`config.mk`:
```
export PLATFORM = sky130hd
export DESIGN_NAME = nkm_cell
export DESIGN_NICKNAME = d
export VERILOG_FILES = /design/src/rtl/nkm_pkg.sv /design/src/rtl/nkm_cell.sv
export SDC_FILE = /design/constraint.sdc
export NUM_CORES = 1
export LEC_CHECK = 0
export BUFFER_PORTS_ARGS = -buffer_cell sky130_fd_sc_hd__clkbuf_2
export CORE_UTILIZATION = 39
export DETAILED_ROUTE_END_ITERATION = 16
export PLACE_DENSITY = 0.8
export REMOVE_ABC_BUFFERS = 1
export SYNTH_ARGS = -nofsm -noshare
export SYNTH_HDL_FRONTEND = slang
export SYNTH_SLANG_ARGS = --single-unit
```
`constraint.sdc`:
```
create_clock -name aclk -period 6.4 [get_ports aclk]
set_clock_uncertainty 0.1 [all_clocks]
set_input_delay 0.96 -clock aclk [delete_from_list [all_inputs] [get_ports aclk]]
set_output_delay 0.96 -clock aclk [all_outputs]
set_load 0.01 [all_outputs]
```
`src/rtl/nkm_pkg.sv`:
```
// shared constants and types for the nearest key match set
`timescale 1ns / 1ps

package nkm_pkg;

    localparam int DEF_CAPACITY = 64;
    localparam int DEF_KEY_BITS = 31;

    localparam int TOTAL_W = 20;
    localparam logic [TOTAL_W:0] TOTAL_MOD = 21'd1000000;

    typedef struct packed {
        logic cmp;
        logic ins;
        logic rem;
        logic rem_pred;
    } cell_ctrl_t;

endpackage

```
`src/rtl/nkm_cell.sv`:
```
// one cell of the sorted key chain
`timescale 1ns / 1ps

module nkm_cell #(
    parameter int KEY_BITS = nkm_pkg::DEF_KEY_BITS
) (
    input  logic                aclk,
    input  logic                aresetn,
    input  nkm_pkg::cell_ctrl_t ctrl,
    input  logic [KEY_BITS-1:0] item_key,
    input  logic                flag_left,
    input  logic                flag_right,
    input  logic [KEY_BITS-1:0] left_key,
    input  logic                left_valid,
    input  logic [KEY_BITS-1:0] right_key,
    input  logic                right_valid,
    output logic [KEY_BITS-1:0] key_o,
    output logic                valid_o,
    output logic                flag_o,
    output logic                is_pred,
    output logic                is_succ
);
    import nkm_pkg::*;

    logic [KEY_BITS-1:0] key_reg, key_next;
    logic                valid_reg, valid_next;
    logic                flag_reg, flag_next;
    logic                shift_out;

    always_comb begin
        key_next   = key_reg;
        valid_next = valid_reg;
        flag_next  = flag_reg;
        shift_out  = ctrl.rem_pred ? !flag_right : !flag_reg;
        if (ctrl.cmp) begin
            flag_next = valid_reg && (key_reg <= item_key);
        end
        if (ctrl.ins && !flag_reg) begin
            if (flag_left) begin
                key_next   = item_key;
                valid_next = 1'b1;
            end else begin
                key_next   = left_key;
                valid_next = left_valid;
            end
        end else if (ctrl.rem && shift_out) begin
            key_next   = right_key;
            valid_next = right_valid;
        end
    end

    always_ff @(posedge aclk) begin
        if (!aresetn) begin
            valid_reg <= 1'b0;
            flag_reg  <= 1'b0;
        end else begin
            valid_reg <= valid_next;
            flag_reg  <= flag_next;
        end
    end

    always_ff @(posedge aclk) begin
        key_reg <= key_next;
    end

    assign key_o   = key_reg;
    assign valid_o = valid_reg;
    assign flag_o  = flag_reg;
    assign is_pred = flag_reg && !flag_right;
    assign is_succ = valid_reg && !flag_reg && flag_left;

endmodule

```
-- Word level (Yosys, flattened, before mapping)
Index checks and enable logic that the tools add are counted.
- flip-flop bits (word level): 33
- input port bits: 103
- word-level logic and storage cells: 20
- output and inout port bits: 35
- reductions and logical operators: 9
- muxes and demuxes: 7
- magnitude comparators: 1
- operators with widths (kind ; count):
    two-way mux 31 bit ; 3
    <= comparator 31 bit ; 1
    logical AND 1 bit ; 6
    two-way mux 1 bit ; 4
    zero test 1 bit ; 2
    nonzero test 2 bit ; 1

-- Longest topological paths before layout
- depth in word-level cells: 5
- gate-level depth with buffers: 7
- gate-level depth less buffers: 7

-- Worst setup path after synthesis
No wires, ideal clock.
- path type: input -> register
- start: input port ctrl[1] (netlist bit)
- end: register valid_reg, in the netlist valid_o
- data required time: 6.179 ns
- arrival: 2.996 ns
- stages: 4
- slack: 3.183 ns
- path buffers: 0
- path through: nand2_1 > o22ai_1 > mux2i_1 > nor2b_1
- cells in the longest elaborated chain, start to end: 2
- RTL lines (element ; RTL line ; source):
    start, declared ; nkm_cell.sv:9 ; input nkm_pkg::cell_ctrl_t ctrl,
    logical AND 1 bit ; nkm_cell.sv:46 ; end else if (ctrl.rem && shift_out) begin
    nonzero test 2 bit (no source line) ; - ;
    end signal, assigned ; nkm_cell.sv:57 ; valid_reg <= valid_next;
    end, declared ; nkm_cell.sv:26 ; logic valid_reg, valid_next;
No other way between the ends.
A chain may end at the register's enable or synchronous reset.

-- Worst setup path in the final report
- start: input port flag_left
- end: output port is_succ
- cells in the longest elaborated chain, start to end: 1
- RTL lines (element ; RTL line ; source):
    start, declared ; nkm_cell.sv:11 ; input logic flag_left,
    logical AND 1 bit ; nkm_cell.sv:70 ; assign is_succ = valid_reg && !flag_reg && flag_left;
    end, declared ; nkm_cell.sv:21 ; output logic is_succ
No other way between the ends.

==> impl_metrics.env <==
export IMPL_status="complete, no violations"
export IMPL_die_area_sq_um=6720
export IMPL_setup_viol_count_final=0
export IMPL_p_per_area_nw_per_um2=195
export IMPL_antenna_found_initial=0
export IMPL_rows=28
export IMPL_ys_warn_count=0
export IMPL_numPortBuffers=137
export IMPL_synth_cells=266
export IMPL_clk_latency_ps=280
export IMPL_cap_violations=0
export IMPL_grtUsageTotal_pct=17.5
export IMPL_worstHoldPathType="register to register"
export IMPL_worst_endpoint_required_ps=5340
export IMPL_rsz0062_at_grt="false"
export IMPL_clockRootBuffer="clkbuf_8"
export IMPL_netlist_area_leader_share_pct=37.3
export IMPL_synthTopCellsByCount="43 x nand2_1, 37 x o21ai_0, 32 x inv_1, 32 x mux2i_1"
export IMPL_first_pass_iters=4
export IMPL_ys_seq_elements=33
export IMPL_max_freq_mhz=341
export IMPL_yosys_area_top_type="edfxtp_1"
export IMPL_ff2ff_setup_slack_ps=4400
export IMPL_gp_congestion=0.798
export IMPL_synthTopCellsByArea="edfxtp_1 37%, ha_1 16%, mux2i_1 13%, o21ai_0 7.4%, nand2_1 6.5%"
export IMPL_cts_sinks=33
export IMPL_io_pins=138
export IMPL_design_core_area_sq_um=6060
export IMPL_post_route_period_util_pct=45.8
export IMPL_fin_nets=534
export IMPL_tightest_slew_ps=1120
export IMPL_drc=0
export IMPL_place_hpwl_microns=4710
export IMPL_ir_drop_v=0.000109
export IMPL_globalRouteOverflowTotal=0
export IMPL_cts_resized=0
export IMPL_drive_above_1_share_pct=36.9
export IMPL_grt_first_pass_wirelength_microns=8880
export IMPL_synthFlopType="edfxtp_1"
export IMPL_synth_distinct_cells=27
export IMPL_ys_seq_area_share_pct=38.9
export IMPL_ant_nets=0
export IMPL_htreeDepth=2
export IMPL_period_minus_slack_ps=2930
export IMPL_via_count=2330
export IMPL_clock_path_buffers=2
export IMPL_routed_wl_microns=5850
export IMPL_hold_viol=0
export IMPL_post_drt_wl_per_cell_microns=12.3
export IMPL_synthArstFlopShare_pct=0
export IMPL_grt_pass1_vias=2158
export IMPL_hold_ws_ps=489
export IMPL_worst_ep_arrival_time_ps=1870
export IMPL_final_util_pct=55.1
export IMPL_synth_edf_count=31
export IMPL_finalSetupTns_ps=0
export IMPL_cts_buffers=5
export IMPL_critPathLaunchType="input port"
export IMPL_synth_most_common_cell="nand2_1"
export IMPL_postCtsHoldBufs=0
export IMPL_drtIter0Drc=35
export IMPL_power_leakage_nw=1.77
export IMPL_cts_setup_buffers=0
export IMPL_cts_tree="yes"
export IMPL_die_w_microns=82.0
export IMPL_antennaDiodeCount=0
export IMPL_avgSynthCellArea_sq_um=9.37
export IMPL_vias_per_cell=4.89
export IMPL_grt_max_degree=65
export IMPL_postPlaceCellArea_sq_um=3250
export IMPL_drv_slew=0
export IMPL_syn_to_final_growth_pct=33.9
export IMPL_fp_dieH_microns=82.0
export IMPL_final_area_sq_um=3340
export IMPL_netlist_area_sq_um=2490
export IMPL_clk_pin_slew_worst_paths_ps=70
export IMPL_crit_type="input port to primary output"
export IMPL_relSlewSlack_pct=25.1
export IMPL_crit_path_end_kind="primary output"
export IMPL_initial_core_util_pct=41.1
export IMPL_crit_fanout=33
registers in the layout, summed over array words and instances (netlist names):
signal / count
key_o: 31
flag_o: 1
valid_o: 1
where the power goes:
part,internal [mW],switching (mW)
Combinational,0.0913,0.110
Sequential,0.273,0.0165
Clock,0.0877,0.0743
Total,0.452,0.201
routing by layer:
metal  routed length [microns]  track usage, %  part of all wire, %
met2                      2910            33.4                   50
met1                      2500            18.6                   43
met5                         0               0                    0
met3                       389            4.78                  6.6
met4                        57            4.74                 0.97
logic make-up (layout without fill, tap and decap cells):
| family | after synthesis | in the layout | synth area share [%] |
|---|---|---|---|
| AND/OR/NAND/NOR | 67 | 67 | 11.9 |
| AO/OA/AOI/OAI | 60 | 60 | 14.0 |
| buffers and inverters | 43 | 178 | 6.72 |
| flip-flops | 33 | 33 | 38.9 |
| multiplexers | 32 | 32 | 12.8 |
| adder cells (fa/ha/maj) | 31 | 31 | 15.6 |
layout make-up:
| class | count | area (sq um) |
|---|---|---|
| clock buffers | 8 | 90.1 |
| multi-input cells | 190 | 1370 |
| fillers | 584 | 2720 |
| inverters | 32 | 120 |
| well taps | 75 | 93.8 |
| flip-flops and latches | 33 | 971 |
| repair buffers | 138 | 693 |
cells in the final DEF (no fill, tap or decap), drive strengths merged:
| cell | count |
|---|---|
| clkbuf | 145 |
| o211ai | 2 |
| nand4 | 6 |
| a21oi | 13 |
| o22ai | 1 |
| o21ai | 38 |
| nor4 | 1 |
| a2111oi | 1 |
| and4 | 2 |
| dfxtp | 2 |
| nand2b | 2 |
| nand2 | 43 |
| a211oi | 3 |
| nor2b | 2 |
| ha | 31 |
| nand3 | 1 |
| mux2i | 32 |
| nand3b | 1 |
| o311ai | 1 |
| nor3 | 3 |
| nor2 | 6 |
| buf | 1 |
| inv | 32 |
| edfxtp | 31 |
| a32oi | 1 |
critical path, cell delays in order:
cell and delay [ps]:
clkbuf_2 70, buf_4 460, nand2_1 130, nor2_1 100, clkbuf_2 130
path summary, 6_finish.rpt:
kind                  start       to  cells after the start
setup / recovery  flag_left  is_succ                      5
hold / removal      valid_o  valid_o                      2
setup reg to reg     flag_o  valid_o                      4
hold reg to reg     valid_o  valid_o                      2
through the flow:
stage               power [mW]  worst slack [ps]  cells
floorplan                0.402              3180    255
global placement         0.489              3510    468
detailed placement       0.498              3450    468
CTS                      0.662              3460    476
global route             0.696              3380    476
finish                   0.653              3470    476
No activity file was read; power rests on OpenSTA's default activity.
