<file path="src/rtl/nkm_pkg.sv">
// shared constants and types for the nearest key match set
`timescale 1ns / 1ps

package nkm_pkg;

    localparam int DEF_CAPACITY = 64;
    localparam int DEF_KEY_BITS = 31;

    localparam int TOTAL_W = 20;
    localparam logic [TOTAL_W:0] TOTAL_MOD = 21'd1000000;

    typedef struct packed {
        logic cmp;
        logic ins;
        logic rem;
        logic rem_pred;
    } cell_ctrl_t;

endpackage

</file>
<file path="src/rtl/nkm_mod.sv">
// reduction of a cost modulo one million by folding the bits above bit 19
`timescale 1ns / 1ps

module nkm_mod #(
    parameter int KEY_BITS = nkm_pkg::DEF_KEY_BITS
) (
    input  logic                        aclk,
    input  logic                        aresetn,
    input  logic                        start,
    input  logic [KEY_BITS-1:0]         din,
    output logic                        done,
    output logic [nkm_pkg::TOTAL_W-1:0] rem
);
    import nkm_pkg::*;

    localparam int XW     = (KEY_BITS > TOTAL_W) ? KEY_BITS : TOTAL_W + 1;
    localparam int HI_W   = XW - TOTAL_W;
    localparam int FOLD_W = 16;
    localparam int FOLD_I = (1 << TOTAL_W) - int'(TOTAL_MOD);
    localparam logic [FOLD_W-1:0] FOLD_C = FOLD_W'(FOLD_I);

    logic [XW-1:0]          x_reg, x_next;
    logic [TOTAL_W-1:0]     r_reg, r_next;
    logic                   busy_reg, busy_next;
    logic                   done_reg, done_next;
    logic [HI_W-1:0]        hi;
    logic [HI_W+FOLD_W-1:0] prod;
    logic [TOTAL_W:0]       t;
    logic [TOTAL_W:0]       t_sub;

    always_comb begin
        x_next    = x_reg;
        r_next    = r_reg;
        busy_next = busy_reg;
        done_next = 1'b0;
        hi        = x_reg[XW-1:TOTAL_W];
        prod      = hi * FOLD_C;
        t         = x_reg[TOTAL_W:0];
        t_sub     = t - TOTAL_MOD;
        if (start) begin
            x_next    = XW'(din);
            busy_next = 1'b1;
        end else if (busy_reg) begin
            if (hi != '0) begin
                // 2^20 is 48576 modulo one million
                x_next = XW'(prod) + XW'(x_reg[TOTAL_W-1:0]);
            end else begin
                r_next    = (t >= TOTAL_MOD) ? t_sub[TOTAL_W-1:0] : t[TOTAL_W-1:0];
                busy_next = 1'b0;
                done_next = 1'b1;
            end
        end
    end

    always_ff @(posedge aclk) begin
        if (!aresetn) begin
            busy_reg <= 1'b0;
            done_reg <= 1'b0;
        end else begin
            busy_reg <= busy_next;
            done_reg <= done_next;
        end
    end

    always_ff @(posedge aclk) begin
        x_reg <= x_next;
        r_reg <= r_next;
    end

    assign done = done_reg;
    assign rem  = r_reg;

endmodule

</file>
<file path="config.mk">
export PLATFORM = sky130hd
export DESIGN_NAME = nkm_mod
export DESIGN_NICKNAME = d
export VERILOG_FILES = /design/src/rtl/nkm_pkg.sv /design/src/rtl/nkm_mod.sv
export SDC_FILE = /design/constraint.sdc
export NUM_CORES = 1
export LEC_CHECK = 0
export ABC_AREA = 0
export BUFFER_PORTS_ARGS = -buffer_cell sky130_fd_sc_hd__buf_2
export CORE_AREA = 2 2 76 132
export DETAILED_ROUTE_END_ITERATION = 6
export DIE_AREA = 0 0 78 134
export HOLD_SLACK_MARGIN = 0.15
export PLACE_DENSITY = 0.95
export SYNTH_ARGS = -nofsm -noshare
export SYNTH_HDL_FRONTEND = slang
export SYNTH_SLANG_ARGS = --single-unit
</file>
<file path="constraint.sdc">
create_clock -name aclk -period 15.05 [get_ports aclk]
set_input_delay 3.01 -clock aclk [delete_from_list [all_inputs] [get_ports aclk]]
set_output_delay 3.01 -clock aclk [all_outputs]
set_load 0.01 [all_outputs]
</file>
# == Yosys cells after proc, flatten, opt, wreduce, memory -nomap -nowiden ==
# Cells that the tools add are included.
# totals
output_inout_bits,21
reg_bits,53
inputBits,34
# classes
mux,8
reduce_logical,6
n_bitwise,4
n_addsub,2
multipliers,1
order_cmp,1
# op_table
cell,n
two-way mux 31 bit,3
adder 27 x 20 -> 28 bit,1
greater-or-equal comparator 21 x 20 -> 1 bit (second input constant),1
multiplier 11 x 10 -> 21 bit (second input constant),1
two-way mux 20 bit,1
subtractor 20 bit (second input constant),1
nonzero test 11 bit,1
two-way mux 1 bit,4
inverter 1 bit,4
nonzero test 2 bit,2
AND reduction 3 bit,1
OR reduction 3 bit,1
AND reduction 2 bit,1

# == Longest topological paths before layout ==
# depth
word_depth,5
mapped_depth,24
mapped_depth_nobuf,24

# == Worst setup path before layout ==
# No wires, ideal clock.
# synth_timing
kind,register to register
startpoint,reg x_reg[22]
endpoint,"reg x_reg[23], data pin"
setup_slack_ns,9.066
n_path_buf,0
stages_incl_launch_ff,22
required_time_ns,14.789
arrival_ns,5.723
period_less_slack_ns,5.984
setup_ns,0.261
cell_sequence,edfxtp_1 > fa_1 > inv_1 > fa_1 > fa_1 > inv_1 > fa_1 > inv_1 > fa_1 > inv_1 > ha_1 > a21o_1 > a31oi_1 > xnor2_1 > ha_1 > nand3_1 > nor2_1 > a311oi_4 > o311ai_1 > o21ai_2 > or2_2 > a221o_1
# synth_between
elab_chain_cells,5
# synth_lines
element,line,text
"start, declared",nkm_mod.sv:22,"logic [XW-1:0] x_reg, x_next;"
"start signal, assigned",nkm_mod.sv:66,x_reg <= x_next;
multiplier 11 x 10 -> 21 bit,nkm_mod.sv:37,prod = hi * FOLD_C;
adder 27 x 20 -> 28 bit,nkm_mod.sv:46,x_next = XW'(prod) + XW'(x_reg[TOTAL_W-1:0]);
two-way mux 31 bit,nkm_mod.sv:44,if (hi != '0) begin
two-way mux 31 bit,nkm_mod.sv:43,end else if (busy_reg) begin
two-way mux 31 bit,nkm_mod.sv:40,if (start) begin
via x_next[23],nkm_mod.sv:22,
# The timed path passes the listed nets, and every way through them passes these cells. The select of a mux whose other input is x is not followed.
# A chain may end at the register's enable or synchronous reset.

# == Worst setup path in the final report ==
# layout_timing
startpoint,reg x_reg[27]
endpoint,"reg x_reg[25], data pin"
# The elaborated chain is that of the path after synthesis.

==> flow_metrics.py <==
metrics = {
    "placed_design": {
        "place_congestion": 0.943,
        "preCtsSetupSlack_ps": 8130,
        "port_buffers": 54,
        "post_dp_cell_area_um2": 6360,
        "place_hpwl_mm": 12.3,
    },
    "floorplan": {
        "rows": 47,
        "fp.dieArea_um2": 10500,
        "coreArea_um2": 9410,
        "die_height_um": 134,
        "ios": 55,
        "die_w_um": 78,
        "start_util_pct": 63.4,
    },
    "route": {
        "post_drt_wl_per_cell_um": 20.1,
        "vias_per_cell": 6.27,
        "first_pass_iters": 5,
        "drtIter0Drc": 424,
        "drc": 0,
        "vias": 4844,
        "final_antenna_net_count": 0,
        "wirelength_mm": 15.5,
    },
    "timing": {
        "slew_viol_final": 0,
        "max_freq_mhz": 138,
        "setup_viol": 0,
        "setup_ws_ps": 7820,
        "hold_viol": 0,
        "skew_ps": 9.78,
        "relSlewSlack_pct": 40.6,
        "setup_tns_ps": 0,
        "worst_pin_slew_ps": 891,
        "whs_ps": 475,
        "min_period_ps": 7230,
        "layout_worst_path_cycle_share_pct": 48.0,
        "rsz0062_at_grt": "no",
    },
    "cells_and_area": {
        "layout.nets": 823,
        "area_delta_synth_final_pct": 9.20,
        "fillers": 646,
        "final_common_cell": "inv_1",
        "largest_reg_flops": 31,
        "mostFrequentLayoutCells": "inv_1, ha_1, buf_2, edfxtp_1, fa_1",
        "n_antenna_cell": 0,
        "layout-drive-gt1-share_pct": 12.9,
        "fin_area_um2": 6520,
    },
    "clocking": {
        "clk_latency_ps": 310,
        "cts-root-buf": "clkbuf_16",
        "numClockSinks": 53,
        "cts_setup_buffers": 0,
        "post_cts_resized": 0,
        "hold_buffers": 0,
        "cts_tree": "yes",
        "cts_max_path_buffers": 2,
        "clk_pin_slew_ps": 80,
        "numCtsBuffers": 5,
        "cts_max_level": 2,
    },
    "worst_setup_path": {
        "critPathKind": "register to register",
        "start_kind": "register",
        "end_kind": "register",
        "required_ps": 15100,
        "arrival_ps": 7280,
        "crit_start": "x_reg[27]$_DFFE_PP_",
        "critPathMaxFanout": 7,
        "timing.rr.start": "x_reg[27]$_DFFE_PP_",
    },
    "global_routing": {
        "gr-total-overflow": 0,
        "grt_pass1_vias": 5197,
        "grt_max_degree": 55,
        "grtUsageTotal_pct": 31.4,
        "grt_pass1_wl_mm": 25.1,
        "antenna_found_initial": 0,
    },
    "synthesis": {
        "synthesis.nets": 768,
        "ys_ff_latch": 53,
        "yosysSeqAreaShare_pct": 26.3,
        "ys.flop_type": "edfxtp_1",
        "synth_area_um2": 5970,
        "synthCells": 595,
        "synth_edf_count": 51,
        "synth_cell_types": 65,
        "async_flop_share_pct": 0,
        "syn_avg_cell_area_um2": 10.0,
        "synth.yosys.warnings": 0,
    },
    "hold_path": {
        "worstHoldPathType": "register to register",
        "hp-start": "x_reg[2]$_DFFE_PP_",
    },
    "job": {
        "maxCapViolCount": 0,
    },
    "run_status": {
        "status": "finished clean",
    },
}
==> logic make-up after synthesis <==
kind of cell | share of synthesized area [%]
compound gates | 13.4
xor+xnor | 5.58
fa+ha+maj | 35.3
buf+inv | 7.17
flops | 26.3
mux | 0.377
simple gates | 11.9
==> worst max-delay path, stage by stage (launching register included) <==
cell	delay, ps
edfxtp_1	620
inv_1	210
ha_1	320
inv_1	70
fa_1	530
fa_1	530
inv_1	80
fa_1	540
inv_1	60
fa_1	510
inv_1	60
ha_1	390
a21o_1	250
a31oi_1	180
xnor2_1	90
ha_1	370
nand3_1	160
nor2_1	210
a311oi_4	150
o311ai_1	510
o21ai_2	170
or4_1	550
a31oi_1	430
==> metrics by stage <==
| stage | std cells | util [%] |
|---|---|---|
| after global placement | 765 | 67.6 |
| after CTS | 773 | 69.3 |
| after global routing | 773 | 69.3 |
| after floorplan | 595 | - |
| final | 773 | 69.3 |
| after detailed placement | 765 | 67.6 |
==> cells in the mapped netlist (all sizes together) (3+ instances only) <==
| cell type | instances | area share (%) |
|---|---|---|
| inv | 102 | 6.4 |
| ha | 90 | 19 |
| edfxtp | 51 | 26 |
| fa | 49 | 16 |
| nand2 | 35 | 2.2 |
| o21ai | 35 | 3.1 |
| nor2 | 29 | 1.8 |
| a21oi | 25 | 2.2 |
| xnor2 | 22 | 3.2 |
| xor2 | 16 | 2.3 |
| and2 | 15 | 1.6 |
| a21o | 12 | 1.6 |
| nand2b | 11 | 1.2 |
| nor3 | 11 | 0.92 |
| nand3 | 8 | 0.67 |
| a211oi | 6 | 0.84 |
| a31oi | 6 | 0.63 |
| clkbuf | 6 | 0.38 |
| nand4 | 6 | 0.63 |
| o211ai | 4 | 0.50 |
| o21bai | 4 | 0.50 |
| and3 | 3 | 0.34 |
| nor2b | 3 | 0.31 |
| nor4 | 3 | 0.31 |
| o31ai | 3 | 0.38 |
| or2 | 3 | 0.31 |
==> area by class of cell <==
cell class,count,area (um2),share of cell area [%]
Multi-Input combinational cell,432,3970,60.9
Sequential cell,53,1570,24.1
Clock inverter,3,28.8,0.442
Timing Repair Buffer,56,285,4.38
Clock buffer,5,125,1.92
Inverter,102,383,5.87
Tap cell,122,153,2.34
==> per-layer routing <==
layer  wire [um]  GRT usage (%)
met3         677           2.69
met1        4830           29.9
met2        8410           57.5
met4        1610           29.0
met5           0              0
==> final timing paths <==
kind / end / slack (ps) / cells after the start
setup reg to reg: x_reg[25]$_DFFE_PP_ / 7820 / 22
setup / recovery: x_reg[25]$_DFFE_PP_ / 7820 / 22
hold / removal: rem[2]$_DFFE_PP_ / 480 / 0
hold reg to reg: rem[2]$_DFFE_PP_ / 480 / 0
Power is left out: the tool's default activity adds up to more than one toggle a clock period on the data nets, which glitch-free logic cannot reach.
